===== src/rtl/sbdtd_pkg.sv =====
// Shared types and constants for the six-bit dictionary text decoder.
// No dependencies; every other file of the block but sbdtd_ram refers to it by scoped names.
`timescale 1ns / 1ps

package sbdtd_pkg;

  // input item kinds
  localparam logic [1:0] KIND_DATA    = 2'd0;
  localparam logic [1:0] KIND_DICT    = 2'd1;
  localparam logic [1:0] KIND_RESTART = 2'd2;

  localparam logic [5:0] CODE_MASK    = 6'h3f;
  localparam logic [5:0] ESCAPE_FIRST = 6'h3c;

  localparam int DICT_DEPTH = 59;
  localparam int DICT_AW    = 6;

  localparam int FIFO_DEPTH = 4;
  localparam int FIFO_AW    = 2;

  // work handed from the front to the back
  typedef enum logic [1:0] {
    OP_WR,   // dictionary write
    OP_LIT,  // character known up front (escape pair or end of string)
    OP_RD    // character from a dictionary lookup
  } op_kind_t;

  typedef struct packed {
    op_kind_t             kind;
    logic [7:0]           data;
    logic [DICT_AW-1:0]   addr;
    logic                 eos;
    logic                 last;
  } op_t;

  typedef struct packed {
    logic full;
    logic empty;
  } fifo_stat_t;

endpackage


===== src/rtl/sbdtd_ram.sv =====
// Generic single-write, single-read RAM with registered read data.
// No dependencies; contents are undefined until written.
`timescale 1ns / 1ps

module sbdtd_ram #(
  parameter int WIDTH = 8,
  parameter int DEPTH = 64
) (
  input  logic                     clk,
  input  logic                     we,
  input  logic [$clog2(DEPTH)-1:0] waddr,
  input  logic [WIDTH-1:0]         wdata,
  input  logic                     re,
  input  logic [$clog2(DEPTH)-1:0] raddr,
  output logic [WIDTH-1:0]         rdata
);

  logic [WIDTH-1:0] mem [DEPTH];
  logic [WIDTH-1:0] rdata_r;

  always_ff @(posedge clk) begin
    if (we) begin
      mem[waddr] <= wdata;
    end
    if (re) begin
      rdata_r <= mem[raddr];
    end
  end

  assign rdata = rdata_r;

endmodule


===== src/rtl/sbdtd_front.sv =====
// Front end: accepts items, splits the packed stream into 6-bit codes and
// turns each into an operation for the back end. Uses sbdtd_pkg.
`timescale 1ns / 1ps

module sbdtd_front (
  input  logic                clk,
  input  logic                rst_n,
  input  logic                in_valid,
  output logic                in_ready,
  input  logic [1:0]          in_kind,
  input  logic [7:0]          in_data_byte,
  input  logic [5:0]          in_dict_index,
  input  sbdtd_pkg::fifo_stat_t q_stat,
  output logic                q_push,
  output sbdtd_pkg::op_t      q_push_op
);

  logic [11:0] bit_buffer_r, bit_buffer_nxt;
  logic [3:0]  bit_count_r, bit_count_nxt;
  logic        esc_r, esc_nxt;
  logic [1:0]  esc_hi_r, esc_hi_nxt;

  sbdtd_pkg::op_t hold0_r, hold0_nxt;
  sbdtd_pkg::op_t hold1_r, hold1_nxt;
  logic [1:0]     hold_cnt_r, hold_cnt_nxt;

  logic           accept;
  sbdtd_pkg::op_t op_a, op_b;
  logic [1:0]     n_ops;

  function automatic sbdtd_pkg::op_t code_op(input logic esc, input logic [1:0] hi,
                                             input logic [5:0] code);
    sbdtd_pkg::op_t o;
    o.kind = sbdtd_pkg::OP_LIT;
    o.data = {hi, code};
    o.addr = code - 6'd1;
    o.eos  = 1'b0;
    o.last = 1'b0;
    if (!esc && code == 6'd0) begin
      o.data = 8'd0;
      o.eos  = 1'b1;
    end else if (!esc && code < sbdtd_pkg::ESCAPE_FIRST) begin
      o.kind = sbdtd_pkg::OP_RD;
    end
    return o;
  endfunction

  // ops leave the holding pair one per cycle while the queue is not full
  assign q_push    = (hold_cnt_r != 2'd0) && !q_stat.full;
  assign q_push_op = hold0_r;
  assign in_ready  = (hold_cnt_r == 2'd0) || ((hold_cnt_r == 2'd1) && q_push);
  assign accept    = in_valid && in_ready;

  always_comb begin
    logic [3:0]  bc;
    logic [11:0] bufw;
    logic [3:0]  cnt;
    logic [3:0]  cnt_f;
    logic [5:0]  code1;
    logic [5:0]  code2;
    logic        e;
    logic [1:0]  h;
    logic        stop;

    bc    = 4'd0;
    bufw  = 12'd0;
    cnt   = 4'd0;
    cnt_f = 4'd0;
    code1 = 6'd0;
    code2 = 6'd0;
    e     = 1'b0;
    h     = 2'd0;
    stop  = 1'b0;
    op_a  = '0;
    op_b  = '0;
    n_ops = 2'd0;

    bit_buffer_nxt = bit_buffer_r;
    bit_count_nxt  = bit_count_r;
    esc_nxt        = esc_r;
    esc_hi_nxt     = esc_hi_r;

    if (accept) begin
      case (in_kind)
        sbdtd_pkg::KIND_DICT: begin
          if (in_dict_index < 6'(sbdtd_pkg::DICT_DEPTH)) begin
            op_a.kind = sbdtd_pkg::OP_WR;
            op_a.data = in_data_byte;
            op_a.addr = in_dict_index;
            n_ops     = 2'd1;
          end
        end
        sbdtd_pkg::KIND_RESTART: begin
          bit_buffer_nxt = 12'd0;
          bit_count_nxt  = 4'd0;
          esc_nxt        = 1'b0;
          esc_hi_nxt     = 2'd0;
        end
        sbdtd_pkg::KIND_DATA: begin
          bc    = (bit_count_r > 4'd4) ? 4'd4 : bit_count_r;
          bufw  = {bit_buffer_r[3:0], in_data_byte};
          cnt   = bc + 4'd8;
          code1 = 6'((bufw >> (cnt - 4'd6)) & {6'd0, sbdtd_pkg::CODE_MASK});
          cnt_f = cnt - 4'd6;
          e     = esc_r;
          h     = esc_hi_r;

          if (e || code1 < sbdtd_pkg::ESCAPE_FIRST) begin
            op_a  = code_op(e, h, code1);
            n_ops = 2'd1;
          end
          stop = !e && (code1 == 6'd0);
          if (e) begin
            e = 1'b0;
            h = 2'd0;
          end else if (code1 >= sbdtd_pkg::ESCAPE_FIRST) begin
            e = 1'b1;
            h = code1[1:0];
          end

          // a full 12-bit buffer holds a second code in its low bits
          if (!stop && cnt_f >= 4'd6) begin
            code2 = bufw[5:0];
            cnt_f = cnt_f - 4'd6;
            if (e || code2 < sbdtd_pkg::ESCAPE_FIRST) begin
              if (n_ops == 2'd0) begin
                op_a = code_op(e, h, code2);
              end else begin
                op_b = code_op(e, h, code2);
              end
              n_ops = n_ops + 2'd1;
            end
            stop = !e && (code2 == 6'd0);
            if (e) begin
              e = 1'b0;
              h = 2'd0;
            end else if (code2 >= sbdtd_pkg::ESCAPE_FIRST) begin
              e = 1'b1;
              h = code2[1:0];
            end
          end

          if (stop) begin
            bit_buffer_nxt = 12'd0;
            bit_count_nxt  = 4'd0;
            esc_nxt        = 1'b0;
            esc_hi_nxt     = 2'd0;
          end else begin
            bit_buffer_nxt = bufw & ((12'd1 << cnt_f) - 12'd1);
            bit_count_nxt  = cnt_f;
            esc_nxt        = e;
            esc_hi_nxt     = h;
          end

          if (n_ops == 2'd1) begin
            op_a.last = 1'b1;
          end else if (n_ops == 2'd2) begin
            op_b.last = 1'b1;
          end
        end
        default: ;
      endcase
    end
  end

  always_comb begin
    hold0_nxt    = hold0_r;
    hold1_nxt    = hold1_r;
    hold_cnt_nxt = hold_cnt_r;
    if (accept) begin
      hold0_nxt    = op_a;
      hold1_nxt    = op_b;
      hold_cnt_nxt = n_ops;
    end else if (q_push) begin
      hold0_nxt    = hold1_r;
      hold_cnt_nxt = hold_cnt_r - 2'd1;
    end
  end

  always_ff @(posedge clk) begin
    if (!rst_n) begin
      bit_buffer_r <= 12'd0;
      bit_count_r  <= 4'd0;
      esc_r        <= 1'b0;
      esc_hi_r     <= 2'd0;
      hold_cnt_r   <= 2'd0;
    end else begin
      bit_buffer_r <= bit_buffer_nxt;
      bit_count_r  <= bit_count_nxt;
      esc_r        <= esc_nxt;
      esc_hi_r     <= esc_hi_nxt;
      hold_cnt_r   <= hold_cnt_nxt;
    end
    hold0_r <= hold0_nxt;
    hold1_r <= hold1_nxt;
  end

endmodule


===== src/rtl/sbdtd_fifo.sv =====
// Short operation queue between the front and back ends.
// Uses sbdtd_pkg for the operation type and depth.
`timescale 1ns / 1ps

module sbdtd_fifo (
  input  logic                  clk,
  input  logic                  rst_n,
  input  logic                  push,
  input  sbdtd_pkg::op_t        push_op,
  input  logic                  pop,
  output sbdtd_pkg::op_t        head_op,
  output sbdtd_pkg::fifo_stat_t stat
);

  sbdtd_pkg::op_t                mem_r [sbdtd_pkg::FIFO_DEPTH];
  logic [sbdtd_pkg::FIFO_AW-1:0] wptr_r, wptr_nxt;
  logic [sbdtd_pkg::FIFO_AW-1:0] rptr_r, rptr_nxt;
  logic [sbdtd_pkg::FIFO_AW:0]   count_r, count_nxt;

  assign head_op    = mem_r[rptr_r];
  assign stat.full  = (count_r == (sbdtd_pkg::FIFO_AW + 1)'(sbdtd_pkg::FIFO_DEPTH));
  assign stat.empty = (count_r == '0);

  always_comb begin
    wptr_nxt  = push ? wptr_r + (sbdtd_pkg::FIFO_AW)'(1) : wptr_r;
    rptr_nxt  = pop ? rptr_r + (sbdtd_pkg::FIFO_AW)'(1) : rptr_r;
    count_nxt = count_r;
    if (push && !pop) begin
      count_nxt = count_r + (sbdtd_pkg::FIFO_AW + 1)'(1);
    end else if (pop && !push) begin
      count_nxt = count_r - (sbdtd_pkg::FIFO_AW + 1)'(1);
    end
  end

  always_ff @(posedge clk) begin
    if (!rst_n) begin
      wptr_r  <= '0;
      rptr_r  <= '0;
      count_r <= '0;
    end else begin
      wptr_r  <= wptr_nxt;
      rptr_r  <= rptr_nxt;
      count_r <= count_nxt;
    end
    if (push) begin
      mem_r[wptr_r] <= push_op;
    end
  end

endmodule


===== src/rtl/sbdtd_back.sv =====
// Back end: executes queued operations against the dictionary RAM and drives
// the result channel. Uses sbdtd_pkg and sbdtd_ram.
`timescale 1ns / 1ps

module sbdtd_back (
  input  logic                  clk,
  input  logic                  rst_n,
  input  sbdtd_pkg::op_t        head_op,
  input  sbdtd_pkg::fifo_stat_t q_stat,
  output logic                  q_pop,
  output logic                  out_valid,
  input  logic                  out_ready,
  output logic [7:0]            out_char_out,
  output logic                  out_end_of_string,
  output logic                  out_last
);

  logic           s1_valid_r, s1_valid_nxt;
  sbdtd_pkg::op_t s1_op_r;
  logic           s1_adv;

  logic       out_valid_r, out_valid_nxt;
  logic [7:0] out_char_r;
  logic       out_eos_r;
  logic       out_last_r;

  logic       ram_we, ram_re;
  logic [7:0] ram_rdata;
  logic       pop_emit;

  // writes retire at pop; characters pass through s1 while the RAM read lands
  assign s1_adv   = s1_valid_r && (!out_valid_r || out_ready);
  assign q_pop    = !q_stat.empty &&
                    ((head_op.kind == sbdtd_pkg::OP_WR) || !s1_valid_r || s1_adv);
  assign pop_emit = q_pop && (head_op.kind != sbdtd_pkg::OP_WR);
  assign ram_we   = q_pop && (head_op.kind == sbdtd_pkg::OP_WR);
  assign ram_re   = q_pop && (head_op.kind == sbdtd_pkg::OP_RD);

  sbdtd_ram #(
    .WIDTH (8),
    .DEPTH (sbdtd_pkg::DICT_DEPTH)
  ) u_dict (
    .clk   (clk),
    .we    (ram_we),
    .waddr (head_op.addr),
    .wdata (head_op.data),
    .re    (ram_re),
    .raddr (head_op.addr),
    .rdata (ram_rdata)
  );

  always_comb begin
    s1_valid_nxt = s1_valid_r;
    if (pop_emit) begin
      s1_valid_nxt = 1'b1;
    end else if (s1_adv) begin
      s1_valid_nxt = 1'b0;
    end
    out_valid_nxt = out_valid_r;
    if (s1_adv) begin
      out_valid_nxt = 1'b1;
    end else if (out_ready) begin
      out_valid_nxt = 1'b0;
    end
  end

  always_ff @(posedge clk) begin
    if (!rst_n) begin
      s1_valid_r  <= 1'b0;
      out_valid_r <= 1'b0;
    end else begin
      s1_valid_r  <= s1_valid_nxt;
      out_valid_r <= out_valid_nxt;
    end
    if (pop_emit) begin
      s1_op_r <= head_op;
    end
    if (s1_adv) begin
      out_char_r <= (s1_op_r.kind == sbdtd_pkg::OP_RD) ? ram_rdata : s1_op_r.data;
      out_eos_r  <= s1_op_r.eos;
      out_last_r <= s1_op_r.last;
    end
  end

  assign out_valid         = out_valid_r;
  assign out_char_out      = out_char_r;
  assign out_end_of_string = out_eos_r;
  assign out_last          = out_last_r;

  a_eos_zero_last: assert property (@(posedge clk) disable iff (!rst_n)
    out_valid_r && out_eos_r |-> (out_char_r == 8'd0) && out_last_r)
    else $error("end of string transfer without zero char or last");

  a_pop_nonempty: assert property (@(posedge clk) disable iff (!rst_n)
    q_pop |-> !q_stat.empty)
    else $error("pop from empty queue");

  a_adv_loads_out: assert property (@(posedge clk) disable iff (!rst_n)
    s1_adv |=> out_valid_r)
    else $error("advanced op did not reach output register");

endmodule


===== src/rtl/six_bit_dictionary_text_decoder.sv =====
// Six-bit dictionary text decoder top level: front end, operation queue, back end.
// Uses sbdtd_pkg, sbdtd_front, sbdtd_fifo and sbdtd_back.
`timescale 1ns / 1ps

// Packed data bytes are split MSB-first into 6-bit codes; each code becomes a
// dictionary character, an escaped literal or the terminating zero, one result
// transfer each, with last marking the final character of an item. Dictionary
// writes and restarts give no result. An item that yields at most one character
// is accepted every cycle while the queue has room; a two-character byte holds
// off the next item until one of its operations has left, as the front end
// hands one operation per cycle to the four-entry queue. A character passes the
// holding pair, queue, s1 and output register. Dictionary writes take effect in
// queue order, so a lookup always sees every write accepted before it.
module six_bit_dictionary_text_decoder (
  input  logic       clk,
  input  logic       rst_n,
  input  logic       in_valid,
  output logic       in_ready,
  input  logic [1:0] in_kind,
  input  logic [7:0] in_data_byte,
  input  logic [5:0] in_dict_index,
  output logic       out_valid,
  input  logic       out_ready,
  output logic [7:0] out_char_out,
  output logic       out_end_of_string,
  output logic       out_last
);

  sbdtd_pkg::fifo_stat_t q_stat;
  sbdtd_pkg::op_t        q_push_op;
  sbdtd_pkg::op_t        q_head_op;
  logic                  q_push;
  logic                  q_pop;

  sbdtd_front u_front (
    .clk           (clk),
    .rst_n         (rst_n),
    .in_valid      (in_valid),
    .in_ready      (in_ready),
    .in_kind       (in_kind),
    .in_data_byte  (in_data_byte),
    .in_dict_index (in_dict_index),
    .q_stat        (q_stat),
    .q_push        (q_push),
    .q_push_op     (q_push_op)
  );

  sbdtd_fifo u_queue (
    .clk     (clk),
    .rst_n   (rst_n),
    .push    (q_push),
    .push_op (q_push_op),
    .pop     (q_pop),
    .head_op (q_head_op),
    .stat    (q_stat)
  );

  sbdtd_back u_back (
    .clk               (clk),
    .rst_n             (rst_n),
    .head_op           (q_head_op),
    .q_stat            (q_stat),
    .q_pop             (q_pop),
    .out_valid         (out_valid),
    .out_ready         (out_ready),
    .out_char_out      (out_char_out),
    .out_end_of_string (out_end_of_string),
    .out_last          (out_last)
  );

endmodule


===== config.mk =====
export PLATFORM = sky130hd
export DESIGN_NAME = six_bit_dictionary_text_decoder
export DESIGN_NICKNAME = d
export VERILOG_FILES = /design/src/rtl/sbdtd_pkg.sv /design/src/rtl/sbdtd_ram.sv /design/src/rtl/sbdtd_front.sv /design/src/rtl/sbdtd_fifo.sv /design/src/rtl/sbdtd_back.sv /design/src/rtl/six_bit_dictionary_text_decoder.sv
export SDC_FILE = /design/constraint.sdc
export NUM_CORES = 1
export LEC_CHECK = 0
export BUFFER_PORTS_ARGS = -buffer_cell sky130_fd_sc_hd__clkbuf_2
export CELL_PAD_IN_SITES_DETAIL_PLACEMENT = 0
export CELL_PAD_IN_SITES_GLOBAL_PLACEMENT = 1
export CORE_ASPECT_RATIO = 0.9
export CORE_MARGIN = 5
export CORE_UTILIZATION = 50
export DETAILED_ROUTE_END_ITERATION = 8
export PLACE_DENSITY = 0.76
export RECOVER_POWER = 50
export SLEW_MARGIN = 20
export SYNTH_ARGS = -nofsm -noshare
export SYNTH_HDL_FRONTEND = slang
export SYNTH_SLANG_ARGS = --single-unit

===== constraint.sdc =====
create_clock -name clk -period 5.65 [get_ports clk]
set_clock_uncertainty 0.15 [all_clocks]
set_input_delay 0.8475 -clock clk [delete_from_list [all_inputs] [get_ports clk]]
set_output_delay 0.8475 -clock clk [all_outputs]
set_load 0.05 [all_outputs]

==> flow_summary.ini <==
[synth]
yosysTopAreaCell = edfxtp_1
yosys_register_bits = 634
synthFlopType = edfxtp_1
synth_edf_count = 610
syn-cell-area_mm2 = 0.02499
synth_async_sr_flop_share = 0
synth-seq-area-share = 0.7521
synth_nets = 1572
synthTopCellsByArea = edfxtp_1 73%, a22oi_1 4.3%, dfxtp_1 1.9%, mux4_2 1.8%, nor2_1 1.7%
syn_inst = 1537
avgSynthCellArea_um2 = 16.26
netlist.area_leader.share = 0.7329
ys.warnings.count = 0
synth.distinct_cells = 83

[worst_setup_path]
critical_path.top_delay_family = simple AND/OR/NAND/NOR gates
end_kind = flop
path_buf_inv = 2
r2r_cells = 17
worst_ep_required_time_ns = 6.04
crit_slowest_cell = or3b_1
path_class = reg2reg
cp-start-kind = flop
slowest_delay_ns = 0.61
crit_path_max_fanout = 12
cpMostUsedCell = ha_1
rr_startpoint = u_front.bit_count_r[1]
worstPathArrival_ns = 5.34
crit_chain = or3b_1 > clkinv_4 > ha_1 > or2_1 > a211oi_1 > a211o_1 > inv_1 > ha_1 > nand2_1 > a21oi_1 > nand4b_1 > o31a_1 > o21ai_1 > ha_1 > or3_1 > a211o_1 > a21oi_1
r2r-end = u_front.bit_buffer_r[2]
reg2reg_slack_ns = 0.70

[sta]
finalCritPeriodShare = 0.8755
hold_slack_ns = 0.2539
setup_viol = 0
rsz0062_at_grt = no
slew_violations = 102
finalSetupTns_ns = 0
hold_viol = 0
relSlewSlack = -0.9646
fmaxAchievable_mhz = 202.2
setup_slack_ns = 0.7034
period_minus_slack_ns = 4.947
worst_slew_pin_slew_ns = 2.947

[clocking]
cts.sinks = 634
cts_hold_buf = 0
clk_latency_ns = 0.61
post_cts_buffers = 0
path_clk_slew_ns = 0.06
root_buffer = clkbuf_16
post_cts_resized = 0
cts_inserted_buffers = 60
cts_tree = yes
ctsHtreeMaxLevel = 2
cts_buffer_depth = 3

[global_route]
grt_pass1_vias = 14170
grtUsageTotal = 0.2203
grt_overflow = 0
antenna_found_initial = 0
busiest_layer = met2
grt_pass1_wl_um = 91110
gr-usage-met2 = 0.3461
globalRouteMet1Util = 0.3192
grt_util_met3 = 0.03905
grt_max_degree = 61

[route]
drt_iter0_drc = 1606
drtAntennaViolNets = 0
viasPerCell = 6.233
wl_per_cell_um = 26.40
firstDrtPassIters = 5
vias = 14470
wl_um = 61270
drc = 0

[cells_and_area]
final_util = 0.5691
drive_above_1_share = 0.1430
final_area_mm2 = 0.02807
final_common_cell = edfxtp_1
syn2layout_area_growth_pct = 12.31
antennaDiodeCount = 0
final_nets = 1639
mostFrequentLayoutCells = 610 x edfxtp_1, 144 x a22oi_1, 113 x nor2_1

[floorplanning]
start_util = 0.5067
io_pins = 32
dieWidth_um = 245.7
core-area_mm2 = 0.04933
rows = 77
dieHeight_um = 222.1
die-area_mm2 = 0.05457

[placed_design]
place_ws_ns = 0.7779
port_buffers = 31
gp_routability_congestion = 0.8694
place_area_mm2 = 0.02616
dp_hpwl_um = 37040

[min_path]
hold_start = u_back.s1_op_r[0]
hold_path_class = reg2reg
whs_path_depth = 0
min_to = u_back.out_last

[run_status]
violations = capacitance limit, slew limit
outcome = finished with violations

[power]
powerDensity_mw_per_mm2 = 558.9
p_leak_nw = 8.912
ir_drop_uv = 302.2

[run]
drv_cap = 2
[metrics by stage]
step | total power [W] | std cells
after floorplan | 0.009826 | 1537
after global placement | 0.01170 | 2213
after detailed placement | 0.01179 | 2213
after CTS | 0.01574 | 2321
after global routing | 0.01632 | 2321
final | 0.01569 | 2321
[power breakdown]
group,internal [W],switching [W]
Clock,0.00225,0.00170
Sequential,0.00660,0.000209
Combinational,0.00141,0.00352
[logic make-up after synthesis]
group	share of synthesized area
compound gates	0.1199
xor+xnor	0.004555
fa+ha+maj	0.007809
buf+inv	0.02097
flops	0.7521
mux	0.03544
simple gates	0.05922
[layer usage]
layer	part of all wire	vias up
met3	0.078	113
met2	0.47	659
met4	0.027	0
li1	-	6386
met1	0.42	7309
met5	0	-
[cells in the mapped netlist (5+ instances only)]
cell type    n
a211oi_1     5
dfxtp_1     24
nor4_1       8
o211ai_1    11
a22oi_1    144
nor3_1      17
mux2_2      20
nand3_1     12
or4_1        8
a221oi_1    37
xnor2_1      9
nor2b_1      9
nor2_1     114
edfxtp_1   610
or3_1        5
a22o_1      37
inv_1       19
a21oi_1     43
nand4_1     10
a41oi_1     12
a31oi_1     33
a221o_1      6
nand2b_1     6
and2_1      18
o31ai_1      6
ha_1        14
o21ai_0     20
mux2i_1     21
buf_2       21
clkbuf_1    48
buf_6        5
mux4_2      20
nand2_1     62
buf_1       20
o211a_1      5
[worst max path at each step]
| stage | cells after the start | startpoint | slack, ns | endpoint |
|---|---|---|---|---|
| 4_1_cts | 17 | u_front.bit_count_r[1] | 0.76 | u_front.bit_buffer_r[2] |
| 3_3_place_gp | 17 | u_front.bit_count_r[1] | 0.84 | u_front.bit_buffer_r[2] |
| 6_report | 17 | u_front.bit_count_r[1] | 0.70 | u_front.bit_buffer_r[2] |
| 5_1_grt | 3 | flop | 0.40 | u_back.u_dict.mem[16][1] |
| 2_1_floorplan | 21 | u_front.bit_count_r[3] | 1.57 | u_front.bit_buffer_r[2] |
| 3_5_place_dp | 17 | u_front.bit_count_r[1] | 0.78 | u_front.bit_buffer_r[2] |
[area by class of cell]
class | instances | area, um^2
Inverter | 22 | 87.58
Clock inverter | 29 | 215.2
Timing Repair Buffer | 102 | 685.7
Clock buffer | 79 | 1740
Fill cell | 3827 | 21260
Tap cell | 671 | 839.6
Sequential cell | 634 | 18800
Multi-Input combinational cell | 784 | 5704
[flip-flops by register name (all words and copies together), names as in the netlist, named ones only]
name,flops
u_back.out_char_out,8
u_back.out_end_of_string,1
u_back.out_last,1
u_back.out_valid,1
u_back.s1_op_r,12
u_back.s1_valid_r,1
u_back.u_dict.mem,472
u_back.u_dict.rdata,8
u_front.bit_buffer_r,4
u_front.bit_count_r,4
u_front.esc_hi_r,2
u_front.esc_r,1
u_front.hold1_r,18
u_front.hold_cnt_r,2
u_front.q_push_op,18
u_queue.count_r,3
u_queue.mem_r,72
u_queue.rptr_r,2
u_queue.wptr_r,2
Power figures use the tool's default switching activity.
